[src/hw/rtl/memory_with_region_protection_defines.svh]
// ---------------------------------------------------------------------------
// Assertion macros for the region-protected memory
// Shared forms for the concurrent checks written at the end of mwrp_ctrl.
// ---------------------------------------------------------------------------
`ifndef MEMORY_WITH_REGION_PROTECTION_DEFINES_SVH
`define MEMORY_WITH_REGION_PROTECTION_DEFINES_SVH

// Same-cycle implication, disabled while reset is high.
`define MWRP_ASSERT_IMP(lbl, clk, rst, ante, cons) \
  lbl: assert property (@(posedge clk) disable iff (rst) (ante) |-> (cons)) \
    else $error("mwrp assertion failed");

// Next-cycle implication, disabled while reset is high.
`define MWRP_ASSERT_NXT(lbl, clk, rst, ante, cons) \
  lbl: assert property (@(posedge clk) disable iff (rst) (ante) |=> (cons)) \
    else $error("mwrp assertion failed");

`endif

[src/hw/rtl/mwrp_pkg.sv]
// ---------------------------------------------------------------------------
// mwrp_pkg
// Types, codes and defaults shared by the region-protected memory modules.
// ---------------------------------------------------------------------------
package mwrp_pkg;

  localparam int MEM_BYTES_DEF   = 65536;
  localparam int MAX_REGIONS_DEF = 64;
  localparam int PAIR_BYTES      = 8;

  localparam logic       CMD_READ  = 1'b0;
  localparam logic       CMD_WRITE = 1'b1;

  localparam logic [1:0] SIZE_BYTE = 2'b00;
  localparam logic [1:0] SIZE_HALF = 2'b01;
  localparam logic [1:0] SIZE_WORD = 2'b10;
  localparam logic [1:0] SIZE_BAD  = 2'b11;

  localparam logic [1:0] ERR_OK    = 2'b00;
  localparam logic [1:0] ERR_SIZE  = 2'b01;
  localparam logic [1:0] ERR_RANGE = 2'b10;

  localparam logic [1:0] LVL_KERNEL = 2'b00;
  localparam logic [1:0] LVL_DRIVER = 2'b01;
  localparam logic [1:0] LVL_USER   = 2'b10;

  localparam logic [2:0] CFG_LEVEL        = 3'd0;
  localparam logic [2:0] CFG_USER_BASE    = 3'd1;
  localparam logic [2:0] CFG_DRIVER_BASE  = 3'd2;
  localparam logic [2:0] CFG_PCI_BASE     = 3'd3;
  localparam logic [2:0] CFG_PCI_LIMIT    = 3'd4;

  typedef struct packed {
    logic        cmd;
    logic [31:0] addr;
    logic [1:0]  size;
    logic [31:0] wdata;
  } in_t;

  typedef struct packed {
    logic [31:0] rdata;
    logic        allowed;
    logic [1:0]  error;
  } out_t;

  typedef struct packed {
    logic [1:0]  level;
    logic [31:0] user_table_base;
    logic [31:0] driver_table_base;
    logic [31:0] pci_window_base;
    logic [31:0] pci_window_limit;
  } cfg_t;

  typedef struct packed {
    logic       en;
    logic [3:0] be;
  } mem_wr_t;

  typedef enum logic [3:0] {
    S_IDLE,
    S_CHECK,
    S_START,
    S_LO,
    S_HI,
    S_TEND,
    S_ACCESS,
    S_ACC2,
    S_DONE
  } state_t;

  // Byte lanes touched by an access of the given size, from lane 0 up.
  function automatic logic [3:0] byte_mask(logic [1:0] size);
    logic [3:0] m;
    case (size)
      SIZE_BYTE: m = 4'b0001;
      SIZE_HALF: m = 4'b0011;
      SIZE_WORD: m = 4'b1111;
      default:   m = 4'b0000;
    endcase
    return m;
  endfunction

  // Offset of the last byte of an access from its first byte.
  function automatic logic [1:0] last_offset(logic [1:0] size);
    logic [1:0] o;
    case (size)
      SIZE_BYTE: o = 2'd0;
      SIZE_HALF: o = 2'd1;
      default:   o = 2'd3;
    endcase
    return o;
  endfunction

endpackage

[src/hw/rtl/mwrp_ctrl.sv]
// ---------------------------------------------------------------------------
// mwrp_ctrl
// Sequencer: range check, region table walks through the memory, the data
// access itself, and the result register.
// ---------------------------------------------------------------------------
`include "memory_with_region_protection_defines.svh"

module mwrp_ctrl
  import mwrp_pkg::*;
#(
  parameter int MEM_BYTES   = MEM_BYTES_DEF,
  parameter int MAX_REGIONS = MAX_REGIONS_DEF,
  parameter int RW          = $clog2((MEM_BYTES + 3) / 4)
) (
  input  logic          clk,
  input  logic          rst,
  input  cfg_t          cfg,
  input  logic          in_valid,
  output logic          in_stall,
  input  in_t           in_data,
  output logic          out_valid,
  input  logic          out_stall,
  output out_t          out_data,
  output mem_wr_t       wr,
  output logic [RW-1:0] wa,
  output logic [31:0]   wd,
  output logic [RW-1:0] ra0,
  output logic [RW-1:0] ra1,
  input  logic [31:0]   rd0,
  input  logic [31:0]   rd1
);

  localparam int KW = $clog2(MAX_REGIONS + 1);
  localparam logic [32:0] MEM_END = 33'(MEM_BYTES);

  state_t        state, state_next;
  logic          cmd_r;
  logic [31:0]   addr_r;
  logic [1:0]    size_r;
  logic [31:0]   wdata_r;
  logic [31:0]   last_r;
  logic [1:0]    err_r;
  logic          ok_r;
  logic          tsel_r;        // 0 user table, 1 driver table
  logic [32:0]   p_r;
  logic [KW-1:0] k_r;
  logic [31:0]   lo_r;
  logic [31:0]   rdata_r;
  logic [1:0]    off_r;

  logic [32:0]   last_full;
  logic [1:0]    err_now;
  logic [31:0]   rd_addr;
  logic [63:0]   win;
  logic [31:0]   word;
  logic          start_ok;
  logic          pair_end;
  logic          pair_hit;
  logic          more;
  logic          pci_hit;
  logic [3:0]    lane_mask;
  logic [7:0]    be8;
  logic [63:0]   wwide;
  logic [RW-1:0] arow;
  logic          out_free;

  // Range check on the latched request.
  assign last_full = {1'b0, addr_r} + {31'd0, last_offset(size_r)};
  always_comb begin
    if (size_r == SIZE_BAD) begin
      err_now = ERR_SIZE;
    end else if (last_full >= MEM_END) begin
      err_now = ERR_RANGE;
    end else begin
      err_now = ERR_OK;
    end
  end

  // Four bytes starting anywhere come from two adjacent rows.
  assign win  = {rd1, rd0} >> {off_r, 3'b000};
  assign word = win[31:0];

  assign start_ok = (p_r + 33'd8) < MEM_END;
  assign pair_end = lo_r >= word;
  assign pair_hit = (lo_r <= addr_r) && (last_r < word);
  assign more     = ((k_r + KW'(1)) < KW'(MAX_REGIONS)) &&
                    ((p_r + 33'(2 * PAIR_BYTES)) < MEM_END);
  assign pci_hit  = (cfg.pci_window_base <= addr_r) && (last_r < cfg.pci_window_limit);

  assign lane_mask = byte_mask(size_r);
  assign be8   = {4'b0000, lane_mask} << addr_r[1:0];
  assign wwide = {32'd0, wdata_r} << {addr_r[1:0], 3'b000};
  assign arow  = addr_r[RW+1:2];

  assign out_free = !out_valid || !out_stall;

  always_comb begin
    state_next = state;
    unique case (state)
      S_IDLE:   if (in_valid) state_next = S_CHECK;
      S_CHECK: begin
        if (err_now != ERR_OK) begin
          state_next = S_DONE;
        end else if (cfg.level == LVL_DRIVER || cfg.level == LVL_USER) begin
          state_next = S_START;
        end else begin
          state_next = S_ACCESS;
        end
      end
      S_START:  state_next = start_ok ? S_LO : S_TEND;
      S_LO:     state_next = S_HI;
      S_HI: begin
        if (pair_end) begin
          state_next = S_TEND;
        end else if (pair_hit) begin
          state_next = S_ACCESS;
        end else if (more) begin
          state_next = S_LO;
        end else begin
          state_next = S_TEND;
        end
      end
      S_TEND: begin
        if (!tsel_r && cfg.level == LVL_DRIVER) begin
          state_next = S_START;
        end else begin
          state_next = S_ACCESS;
        end
      end
      S_ACCESS: state_next = S_ACC2;
      S_ACC2:   state_next = S_DONE;
      S_DONE:   if (out_free) state_next = S_IDLE;
      default:  state_next = S_IDLE;
    endcase
  end

  // Memory port control and the in_stall handshake output.
  always_comb begin
    in_stall = (state != S_IDLE);
    wr       = '0;
    wa       = arow;
    wd       = wwide[31:0];
    unique case (state)
      S_START:  rd_addr = p_r[31:0];
      S_LO:     rd_addr = p_r[31:0] + 32'd4;
      S_HI:     rd_addr = p_r[31:0] + 32'(PAIR_BYTES);
      default:  rd_addr = addr_r;
    endcase
    if (state == S_ACCESS && cmd_r == CMD_WRITE) begin
      wr.en = 1'b1;
      wr.be = be8[3:0];
    end else if (state == S_ACC2 && cmd_r == CMD_WRITE) begin
      wr.en = |be8[7:4];
      wr.be = be8[7:4];
      wa    = arow + RW'(1);
      wd    = wwide[63:32];
    end
  end

  assign ra0 = rd_addr[RW+1:2];
  assign ra1 = rd_addr[RW+1:2] + RW'(1);

  always_ff @(posedge clk) begin
    if (rst) begin
      state     <= S_IDLE;
      out_valid <= 1'b0;
    end else begin
      state <= state_next;
      if (state == S_DONE && out_free) begin
        out_valid <= 1'b1;
      end else if (!out_stall) begin
        out_valid <= 1'b0;
      end
    end
  end

  always_ff @(posedge clk) begin
    off_r <= rd_addr[1:0];
    case (state)
      S_IDLE: begin
        if (in_valid) begin
          cmd_r   <= in_data.cmd;
          addr_r  <= in_data.addr;
          size_r  <= in_data.size;
          wdata_r <= in_data.wdata;
        end
      end
      S_CHECK: begin
        last_r  <= last_full[31:0];
        err_r   <= err_now;
        ok_r    <= (err_now == ERR_OK) && (cfg.level == LVL_KERNEL);
        rdata_r <= '0;
        tsel_r  <= 1'b0;
        p_r     <= {1'b0, cfg.user_table_base};
        k_r     <= '0;
      end
      S_LO: lo_r <= word;
      S_HI: begin
        if (!pair_end && pair_hit) begin
          ok_r <= 1'b1;
        end
        p_r <= p_r + 33'(PAIR_BYTES);
        k_r <= k_r + KW'(1);
      end
      S_TEND: begin
        if (!tsel_r && cfg.level == LVL_DRIVER) begin
          tsel_r <= 1'b1;
          p_r    <= {1'b0, cfg.driver_table_base};
          k_r    <= '0;
        end else if (tsel_r) begin
          ok_r <= pci_hit;
        end
      end
      S_ACC2: begin
        if (cmd_r == CMD_READ) begin
          for (int l = 0; l < 4; l++) begin
            rdata_r[8*l +: 8] <= lane_mask[l] ? word[8*l +: 8] : 8'd0;
          end
        end
      end
      S_DONE: begin
        if (out_free) begin
          out_data.rdata   <= rdata_r;
          out_data.allowed <= ok_r;
          out_data.error   <= err_r;
        end
      end
      default: ;
    endcase
  end

  `MWRP_ASSERT_IMP(a_err_clean, clk, rst,
                   out_valid && out_data.error != ERR_OK,
                   !out_data.allowed && out_data.rdata == 32'd0)
  `MWRP_ASSERT_IMP(a_wr_in_access, clk, rst, wr.en,
                   (state == S_ACCESS || state == S_ACC2) && cmd_r == CMD_WRITE)
  `MWRP_ASSERT_IMP(a_pair_bound, clk, rst, state == S_LO || state == S_HI,
                   k_r < KW'(MAX_REGIONS))
  `MWRP_ASSERT_NXT(a_accept_check, clk, rst, in_valid && !in_stall,
                   state == S_CHECK)

endmodule

[config.mk]
export PLATFORM = sky130hd
export DESIGN_NAME = mwrp_ctrl
export DESIGN_NICKNAME = d
export VERILOG_FILES = /design/src/hw/rtl/mwrp_pkg.sv /design/src/hw/rtl/mwrp_ctrl.sv
export VERILOG_INCLUDE_DIRS = /design/src /design/src/hw/rtl
export SDC_FILE = /design/constraint.sdc
export NUM_CORES = 1
export LEC_CHECK = 0
export ABC_AREA = 1
export BUFFER_PORTS_ARGS = -buffer_cell sky130_fd_sc_hd__buf_2
export CAP_MARGIN = 20
export CORE_UTILIZATION = 60
export DETAILED_ROUTE_END_ITERATION = 6
export PLACE_DENSITY = 0.89
export SLEW_MARGIN = 5
export SYNTH_ARGS = -nofsm -noshare
export SYNTH_HDL_FRONTEND = slang
export SYNTH_SLANG_ARGS = --single-unit
[constraint.sdc]
create_clock -name clk -period 11.8 [get_ports clk]
set_clock_uncertainty 0.2 [all_clocks]
set_input_delay 0.59 -clock clk [delete_from_list [all_inputs] [get_ports clk]]
set_output_delay 0.59 -clock clk [all_outputs]
set_load 0.03 [all_outputs]
==> key figures, run 1 <==
Clock tree
  – CTS max path bufs: 3
  – CTS Root Cell: clkbuf_16
  – H-tree depth: 1
  – Total CTS buffers: 26
  – Clk_lat worst skew: 0.56 ns
  – CTS tree: built
  – CTS sink count: 249
  – Clock-pin slew on the worst setup and hold paths: 0.07 ns
  – Post_cts resized: 0

Flow run
  – Max-capacitance violation count: 0

STA
  – Crit share post-route: 43.0%
  – Max Fclk: 197 MHz
  – RSZ-0062 raised after global routing: false
  – Slew headroom: 36.7%
  – Worst hold slack: 0.00622 ns
  – Final slew viol count: 0
  – Final Hold Viols: 0
  – Worst setup margin: 6.73 ns
  – Crit path time final: 5.07 ns
  – Final setup viols: 0
  – Setup TNS: 0 ns
  – Slew of the pin with the lowest slew margin: 0.950 ns

Synth
  – Adder-cell share of the synthesized area: 12.3%
  – Synth Cell Area: 0.0175 mm2
  – Synth Area in Compound Gates: 11.3%
  – Ys async rst share: 0%
  – Gate count of the mapped netlist: 2,098
  – Synth top area cells: edfxtp_1, ha_1, nand2_1
  – Synth Register Bits: 249
  – Register area share after synthesis: 42.2%
  – Post-synthesis simple-gate area fraction: 22.6%
  – Cell taking the most area after synthesis: edfxtp_1
  – Synth cell types: 53
  – Share of Yosys cell area claimed by the top area cell type: 41.4%
  – YS warnings: 0
  – Synth Area in XOR/XNOR: 2.70%
  – Count leader, synth: nand2_1
  – Post-synth top cells: nand2_1, edfxtp_1, inv_1
  – Syn Area/Cell: 8.36 um2
  – Mapped Nets: 2,535
  – Ys flop type: edfxtp_1
  – Mux contribution to synthesized area: 1.77%
  – Largest family of logic cells by synthesized area: simple AND/OR/NAND/NOR gates
  – Number of synthesized flops with an enable pin: 242

Floorplanning
  – Num rows: 62
  – IO Pins: 381
  – Die area: 0.0299 mm2
  – Die height: 173 um
  – Die width: 173 um
  – CORE AREA: 0.0287 mm2
  – Starting Density: 61.1%

Placement
  – Placer congestion estimate: 0.992
  – I/O Buffers: 372
  – Worst slack, placed: 7.32 ns
  – Placed Instances: 2,803
  – DP HPWL: 44,300 um

Status
  – Outcome: complete, but fails checks
  – Failing checks: design-rule violations

GRT
  – Gr usage total: 37.2%
  – Initial antenna violation count: 3
  – Number of global-route vias before repair: 16,100
  – GRT overflow: 0
  – Largest net degree at the start of global routing: 52
  – First-pass GRT wire length: 86,100 um

Hold path
  – Worst Hold Class: input port to register
  – Hold depth: 1

Power
  – LEAKAGE: 9.61 nW
  – Pwr dens: 124 mW/mm2
  – Max VDD drop: 0.114 mV

Critical path
  – Reg-to-reg startpoint: off_r[1]
  – Worst setup startpoint: state[1]
  – Reg2reg setup slack: 7.53 ns
  – Worst Path Required: 11.01 ns
  – Largest fanout on the critical path: 32
  – Crit. End Element: output port
  – Worst r2r dst: ok_r
  – Crit path kind: register to output port
  – Crit path capture: ra1[10]
  – Crit path launch type: register
  – Worst path arrival time: 4.28 ns
  – Register-to-Register Path Depth: 17

Layout
  – Layout net count: 2,895
  – Share of cells above drive strength 1: 20.6%
  – Area grow syn2layout: 18.8%
  – FILL cells: 2,206
  – Final Util: 72.6%
  – Finished Layout Cells: 2,866

Drt
  – First-pass DRT Iterations: 7
  – Via-per-instance ratio: 5.87
  – Vias: 16,800
  – Iter 0 DRT Violations: 1,616
  – Drc violations: 7
  – Antenna-violating nets left: 0
  – Total wire length: 56,900 um
  – DR WL/cell: 19.9 um
## stage by stage
| step | power [mW] | area, um2 |
|---|---|---|
| after detailed placement | 1.66 | 19700 |
| after global routing | 2.68 | 20800 |
| after floorplan | 1.46 | 17500 |
| after global placement | 1.64 | 19700 |
| after CTS | 2.57 | 20700 |
| final | 2.59 | 20800 |
## kinds of logic (layout without fill, tap and decap cells)
family,count (synthesis),count (layout)
AND/OR/NAND/NOR,930,930
adder cells (fa/ha/maj),172,172
multiplexers,31,31
flip-flops,249,249
XOR/XNOR,54,54
other,0,4
AO/OA/AOI/OAI,350,350
buffers and inverters,312,692
## sequential cells by signal (all words and copies together), names as in the netlist, 7 cells and up
register / flops
out_data: 35
p_r: 33
addr_r: 32
last_r: 32
lo_r: 32
rdata_r: 32
wdata_r: 32
k_r: 7
## worst min-delay path by stage
| stage | startpoint | end | slack (ns) |
|---|---|---|---|
| after floorplan | err_r[0] | out_data[0] | 0.20 |
| after global placement | rdata_r[26] | out_data[29] | 0.20 |
| after CTS | in_data[66] | cmd_r | 0.0003 |
| after detailed placement | rdata_r[11] | out_data[14] | 0.20 |
| final | in_data[32] | size_r[0] | 0.006 |
| after global routing | in_data[32] | size_r[0] | 0.0009 |
## worst max-delay path: stages (launching register included)
cell	delay (ns)
dfxtp_1	0.38
nor2_1	0.25
nand2_2	0.50
inv_1	0.64
nand2_1	0.18
o2111ai_1	0.16
o21ai_0	0.12
inv_1	0.16
ha_1	0.18
inv_1	0.08
nor3_4	0.27
nand2_1	0.14
nor2_2	0.14
nand2_1	0.08
xor2_1	0.15
inv_1	0.08
buf_2	0.19
## what timing repair did
action,CTS,global route
hold buffers,5,3
buffers inserted,0,0
hold endpoints to repair,5,3
## where the power goes
part	switching (mW)	internal (mW)
Clock	0.380	0.545
Sequential	0.0498	1.04
Combinational	0.380	0.190
## layer usage
layer / vias up / wire length, um / GRT usage (%)
li1: 7859 / - / -
met5: - / 8 / 0
met2: 988 / 27600 / 65.2
met3: 207 / 4690 / 4.68
met1: 7756 / 21600 / 45.1
met4: 2 / 3050 / 18.8
## cell type report
class	instances	area (um2)	area share, %
multi-input cells	1537	8920	42.8
diodes	4	10.0	0.0481
clock inverters	22	310	1.49
flip-flops and latches	249	7410	35.6
inverters	250	938	4.51
repair buffers	394	2110	10.1
well taps	384	480	2.31
clock buffers	26	651	3.12
## cell usage in the layout (no fill, tap or decap), types with 19 or more instances in the layout
cell type and count:
nand2_1 490, buf_2 372, edfxtp_1 242, inv_1 239, nor2_1 213, ha_1 171
o21ai_0 129, a21oi_1 122, nand3_1 104, xor2_1 52, o211ai_1 31, mux2i_1 31
nand4_1 26, clkbuf_16 26, nor2_2 20, nor3_1 19
Power figures use the tool's default switching activity.
==> run 2, diff against run 1 <==
- CORE_UTILIZATION: 60 -> 56
- PLACE_DENSITY: 0.89 -> 0.84
- clock period: 11.8 -> 4.83 ns (I/O delays scaled with it)
==> run 2 against run 1 <==
Against the previous run: the run still ends with design-rule violations left; first-iteration DRC count decreased by 3.0%; sequential share of layout area decreased by 2.5 points; count of clock-buffer cells in the layout increased by 4; flip-flop and latch count unchanged; global-route usage increased by 0.96 points; via count increased by 5.2%; final cell count increased by 6.1%.
==> key figures, run 2 (synthesis results as in run 1) <==
Floorplanning
  – CORE AREA: 0.0307 mm2 (was 0.0287 mm2)
  – Die width: 179 um (was 173 um)
  – Num rows: 64 (was 62)
  – Die height: 179 um (was 173 um)
  – Starting Density: 57.2% (was 61.1%)
  – IO Pins: 381 (unchanged)
  – Die area: 0.0320 mm2 (was 0.0299 mm2)

STA
  – Slew headroom: 35.0% (was 36.7%)
  – Slew of the pin with the lowest slew margin: 0.972 ns (was 0.950 ns)
  – Crit share post-route: 89.0%
  – Max Fclk: 233 MHz
  – Final slew viol count: 0 (unchanged)
  – Worst hold slack: 0.0177 ns (was 0.00622 ns)
  – Final setup viols: 0 (unchanged)
  – Worst setup margin: 0.531 ns (was 6.73 ns)
  – RSZ-0062 raised after global routing: false (unchanged)
  – Final Hold Viols: 0 (unchanged)
  – Crit path time final: 4.30 ns
  – Setup TNS: 0 ns (unchanged)

Drt
  – Vias: 17,700 (was 16,800)
  – Drc violations: 2 (was 7)
  – DR WL/cell: 20.4 um (was 19.9 um)
  – Iter 0 DRT Violations: 1,567 (was 1,616)
  – Total wire length: 62,100 um (was 56,900 um)
  – Antenna-violating nets left: 0 (unchanged)
  – Via-per-instance ratio: 5.82 (was 5.87)
  – First-pass DRT Iterations: 7 (unchanged)

Layout
  – Most frequent cells in the layout: nand2_1, buf_2, edfxtp_1, inv_1, nor2_1 (unchanged)
  – Top reg by flops: out_data (unchanged)
  – Area grow syn2layout: 27.8% (was 18.8%)
  – Max reg flops: 35 (unchanged)
  – Number of diodes: 0 (was 4)
  – FILL cells: 2,221 (was 2,206)
  – Layout net count: 3,059 (was 2,895)
  – Share of cells above drive strength 1: 19.6% (was 20.6%)
  – Top Registers: out_data (35), p_r (33) (unchanged)
  – Most common cell after layout, fill and taps aside: nand2_1 (unchanged)

Clock tree
  – CTS max path bufs: 3 (unchanged)
  – Post CTS Setup Buffer Count: 0 (unchanged)
  – CTS Root Cell: clkbuf_16 (unchanged)
  – CTS tree: built (unchanged)
  – Total CTS buffers: 28 (was 26)
  – Clk_lat worst skew: 0.57 ns (was 0.56 ns)
  – H-tree depth: 1 (unchanged)
  – Post_cts resized: 0 (unchanged)
  – CTS sink count: 249 (unchanged)
  – Clock-pin slew on the worst setup and hold paths: 0.06 ns (was 0.07 ns)

GRT
  – First-pass GRT wire length: 92,200 um (was 86,100 um)
  – Gr usage total: 38.2% (was 37.2%)
  – Initial antenna violation count: 0 (was 3)
  – Number of global-route vias before repair: 17,300 (was 16,100)
  – Largest net degree at the start of global routing: 49 (was 52)
  – GRT overflow: 0 (unchanged)

Power
  – Max VDD drop: 0.293 mV (was 0.114 mV)
  – LEAKAGE: 10.3 nW (was 9.61 nW)
  – Final Power: 6.45 mW (was 2.59 mW)
  – Pwr dens: 288 mW/mm2 (was 124 mW/mm2)

Critical path
  – Worst path arrival time: 3.86 ns (was 4.28 ns)
  – Crit. End Element: output port (unchanged)
  – CP peak stage delay: 0.39 ns (was 0.64 ns)
  – Worst Path Required: 4.39 ns (was 11.01 ns)
  – Cell family with most CP delay: simple AND/OR/NAND/NOR gates (unchanged)
  – Crit path kind: register to output port (unchanged)
  – Reg2reg setup slack: 0.65 ns (was 7.53 ns)
  – Crit path launch type: register (unchanged)
  – Critical path buffers and inverters: 6 (was 5)
  – Ordered cell list for the critical path: nor2_1 -> nand2_2 -> buf_4 -> inv_1 -> nand2_1 -> o2111ai_1 -> o21ai_0 -> inv_1 -> ha_1 -> inv_1 -> nor3_4 -> nand2_1 -> nor2_2 -> nand2_1 -> xor2_1 -> inv_1 -> buf_2 (was nor2_1 -> nand2_2 -> inv_1 -> nand2_1 -> o2111ai_1 -> o21ai_0 -> inv_1 -> ha_1 -> inv_1 -> nor3_4 -> nand2_1 -> nor2_2 -> nand2_1 -> xor2_1 -> inv_1 -> buf_2)
  – Largest fanout on the critical path: 17 (was 32)
  – Cell mode on critical path: inv_1 (unchanged)
  – Slowest stage cell, crit path: dfxtp_1 (was inv_1)

Placement
  – I/O Buffers: 372 (unchanged)
  – Worst slack, placed: 1.06 ns (was 7.32 ns)
  – Placer congestion estimate: 0.976 (was 0.992)
  – DP HPWL: 45,600 um (was 44,300 um)

Flow run
  – Max-capacitance violation count: 0 (unchanged)

Status
  – Outcome: complete, but fails checks (unchanged)
  – Failing checks: design-rule violations (unchanged)

Hold path
  – Worst Hold Class: input port to register (unchanged)
==> run 2: path summary, 6_finish.rpt <==
check / endpoint / cells past startpoint / start
min: lo_r[6] / 3 / rd0[14]
max: ra1[10] / 17 / state[1]
min reg2reg: out_data[7] / 0 / rdata_r[4]
max reg2reg: ok_r / 20 / off_r[1]
==> run 2: worst reg2reg max path, stage by stage, from the launching register on <==
cell,delay [ns]
dfxtp_1,0.67
inv_1,0.12
buf_4,0.24
o211ai_1,0.12
dlygate4sd3_1,0.56
o21ai_0,0.15
inv_1,0.17
ha_1,0.27
inv_1,0.06
nor2_1,0.04
nor2_1,0.08
nor2_1,0.05
o21a_1,0.15
o21ai_0,0.14
nand2_1,0.08
nand2_1,0.06
nand3_1,0.16
nand3b_1,0.23
nand2_1,0.10
nand2_1,0.06
a21oi_1,0.15
==> run 2: cell type report <==
type	instances	area, um2	area share, %
tap	396	495	2.21
multi-input combinational	1537	8930	39.8
clock buffer	30	708	3.16
inverter	250	938	4.19
clock inverter	22	265	1.18
timing repair buffer	556	3670	16.4
sequential	249	7410	33.0
==> run 2: what timing repair did <==
action | 4_1_cts | 5_1_grt
hold buffers | 164 | 0
setup endpoints to repair | 0 | 0
endpoints found under the hold margin | 129 | 0
==> run 2: through the flow <==
stage | instances | utilization, % | cell area, um2
6_report | 3040 | 73.1 | 22400
5_1_grt | 3040 | 73.1 | 22400
4_1_cts | 3040 | 73.1 | 22400
3_5_place_dp | 2824 | 64.6 | 19800
3_3_place_gp | 2823 | 64.5 | 19800
2_1_floorplan | 2098 | - | 17500
==> run 2: report_power, final <==
part           switching (mW)  internal, mW
sequential              0.125          2.55
combinational           0.969         0.547
clock                   0.923          1.34
total                    2.02          4.44
==> run 2: metal layers <==
layer | vias to the layer above | global-route usage (%) | share of wire, %
met4 | 0 | 20.7 | 5.9
met1 | 8186 | 44.2 | 36
li1 | 8189 | - | -
met3 | 247 | 6.74 | 9.3
met5 | - | 0 | 0
met2 | 1063 | 66.7 | 49
==> run 3, diff against run 2 <==
- BUFFER_PORTS_ARGS: -buffer_cell sky130_fd_sc_hd__buf_2 -> default
- CORE_UTILIZATION: 56 -> 60
- DONT_BUFFER_PORTS: default -> 1
- PLACE_DENSITY: 0.84 -> 0.78
==> run 3 against run 2 <==
Against the previous run: the flow now finishes without violations; global-route usage down 0.17 points; worst setup slack got worse by 0.32 ns; routed wire length down 6.2%; sequential share of layout area grew 2.5 points; fmax decreased by 7.0%; first-iteration DRC count is 7.0% higher; non-clock buffer count decreased by 335; die area is 6.6% lower; count of clock-buffer cells in the layout shrank 2; total power fell by 3.1%; critical endpoint is now ra1[8].
==> key figures, run 3 (synthesis results as in run 1) <==
Status
  – Outcome: completed (was complete, but fails checks)

Clock tree
  – H-tree depth: 1 (unchanged)
  – Clock-pin slew on the worst setup and hold paths: 0.07 ns (was 0.06 ns)
  – Total CTS buffers: 27 (was 28)
  – CTS sink count: 249 (unchanged)
  – Clk_lat worst skew: 0.55 ns (was 0.57 ns)
  – CTS Root Cell: clkbuf_16 (unchanged)
  – Post CTS Setup Buffer Count: 0 (unchanged)
  – CTS max path bufs: 3 (unchanged)
  – CTS tree: built (unchanged)

STA
  – RSZ-0062 raised after global routing: false (unchanged)
  – Final slew viol count: 0 (unchanged)
  – Final setup viols: 0 (unchanged)
  – Final Hold Viols: 0 (unchanged)
  – Worst hold slack: 0.0222 ns (was 0.0177 ns)
  – Crit share post-route: 95.7% (was 89.0%)
  – Slew headroom: 27.6% (was 35.0%)
  – Max Fclk: 216 MHz (was 233 MHz)
  – Crit path time final: 4.62 ns (was 4.30 ns)
  – Setup TNS: 0 ns (unchanged)
  – Slew of the pin with the lowest slew margin: 1.08 ns (was 0.972 ns)
  – Worst setup margin: 0.208 ns (was 0.531 ns)

Placement
  – DP HPWL: 42,500 um (was 45,600 um)
  – Worst slack, placed: 0.721 ns (was 1.06 ns)
  – Placer congestion estimate: 0.979 (was 0.976)
  – I/O Buffers: 0 (was 372)

Layout
  – Most common cell after layout, fill and taps aside: nand2_1 (unchanged)
  – Top reg by flops: out_data (unchanged)
  – Layout net count: 2,723 (was 3,059)
  – Most frequent cells in the layout: nand2_1, edfxtp_1, inv_1, nor2_1, dlygate4sd3_1 (was nand2_1, buf_2, edfxtp_1, inv_1, nor2_1)
  – Top Registers: out_data (35), p_r (33) (unchanged)
  – Share of cells above drive strength 1: 6.55% (was 19.6%)
  – Area grow syn2layout: 18.9% (was 27.8%)
  – Max reg flops: 35 (unchanged)

Critical path
  – Worst Path Required: 4.39 ns (about the same)
  – Largest fanout on the critical path: 31 (was 17)
  – Crit path launch type: register (unchanged)
  – Crit path kind: register to output port (unchanged)
  – Register-to-Register Path Depth: 18 (was 20)
  – Crit. End Element: output port (unchanged)
  – Worst path arrival time: 4.18 ns (was 3.86 ns)

Drt
  – DR WL/cell: 21.7 um (was 20.4 um)
  – Iter 0 DRT Violations: 1,677 (was 1,567)
  – WL met3: 5020 um (was 5760 um)
  – DR top layer: met4 (unchanged)
  – Met2 WL: 28,200 um (was 30,200 um)
  – Via-per-instance ratio: 6.06 (was 5.82)
  – Wire length on met1: 21,400 um (was 22,500 um)
  – First-pass DRT Iterations: 6 (was 7)
  – Drc violations: 0 (was 2)
  – Vias: 16,300 (was 17,700)
  – Antenna-violating nets left: 0 (unchanged)
  – Total wire length: 58,200 um (was 62,100 um)

Power
  – Max VDD drop: 0.352 mV (was 0.293 mV)
  – LEAKAGE: 8.90 nW (was 10.3 nW)
  – Pwr dens: 300 mW/mm2 (was 288 mW/mm2)

GRT
  – Largest net degree at the start of global routing: 50 (was 49)
  – Initial antenna violation count: 1 (was 0)
  – Number of global-route vias before repair: 16,100 (was 17,300)
  – GRT overflow: 0 (unchanged)
  – Gr usage total: 38.0% (was 38.2%)
  – First-pass GRT wire length: 87,600 um (was 92,200 um)

Flow run
  – Max-capacitance violation count: 0 (unchanged)

Floorplanning
  – Num rows: 62 (was 64)
  – CORE AREA: 0.0287 mm2 (was 0.0307 mm2)
  – Die area: 0.0299 mm2 (was 0.0320 mm2)
  – Die height: 173 um (was 179 um)
  – Starting Density: 61.1% (was 57.2%)
  – IO Pins: 381 (unchanged)
  – Die width: 173 um (was 179 um)

Hold path
  – Hold depth: 2 (was 3)
  – Worst Hold Class: input port to register (unchanged)
## run 3: cell count changes in the layout (fill, tap and decap cells not counted), moves of 2 or more
cell and delta:
inv_6 +2, clkinv_4 -2, dlygate4sd3_1 +30, buf_2 -372, buf_12 +2, clkinv_2 -2, clkinvlp_4 +3, buf_4 +6
## run 3: through the flow
step	instance area, um2	std cells	total power [mW]	utilization (%)
4_1_cts	20800	2688	6.20	72.6
6_report	20900	2690	6.25	72.7
3_3_place_gp	18000	2446	3.84	62.6
2_1_floorplan	17500	2098	3.57	-
5_1_grt	20900	2690	6.47	72.7
3_5_place_dp	18000	2446	3.89	62.6
## run 3: worst max-delay path, cell delays in order, from the launching register on
cell and delay (ns):
dfxtp_1 0.49, nor2_1 0.15, nand2_2 0.10, buf_4 0.38, nand3_2 0.37, o2111ai_1 0.22
o21ai_0 0.14, inv_1 0.31, ha_1 0.22, inv_1 0.09, nor3_4 0.31, nand2_1 0.17
nor2_2 0.17, xor2_1 0.27, buf_4 0.22
## run 3: worst paths after layout
path,slack (ns),startpoint,to
max,0.21,state[1],ra1[8]
min,0.02,rd0[17],lo_r[1]
max reg2reg,0.37,off_r[0],ok_r
min reg2reg,0.21,rdata_r[30],out_data[33]
## run 3: cell type report
cell class | count | area (um2)
diodes | 1 | 2.50
clock buffers | 28 | 679
clock inverters | 20 | 246
fillers | 2103 | 7850
inverters | 250 | 938
multi-input cells | 1537 | 8930
flip-flops and latches | 249 | 7410
well taps | 384 | 480
repair buffers | 221 | 2170
## run 3: where the power goes
group | leakage, nW | internal, mW | switching [mW] | total (mW)
clock network | 0.443 | 1.29 | 0.907 | 2.20
registers | 2.32 | 2.55 | 0.143 | 2.70
logic | 6.14 | 0.467 | 0.887 | 1.35
## run 3: repair_timing
| item | in CTS | in global routing |
|---|---|---|
| gates resized for setup | 0 | 1 |
| hold endpoints to repair | 140 | 0 |
| hold buffers | 194 | 0 |
| setup endpoints to repair | 0 | 2 |
## run 3: layer usage
layer	global-route usage [%]	up-vias
met5	0	-
met4	21.5	0
met3	6.46	241
met2	66.1	1022
met1	44.5	7525
li1	-	7509
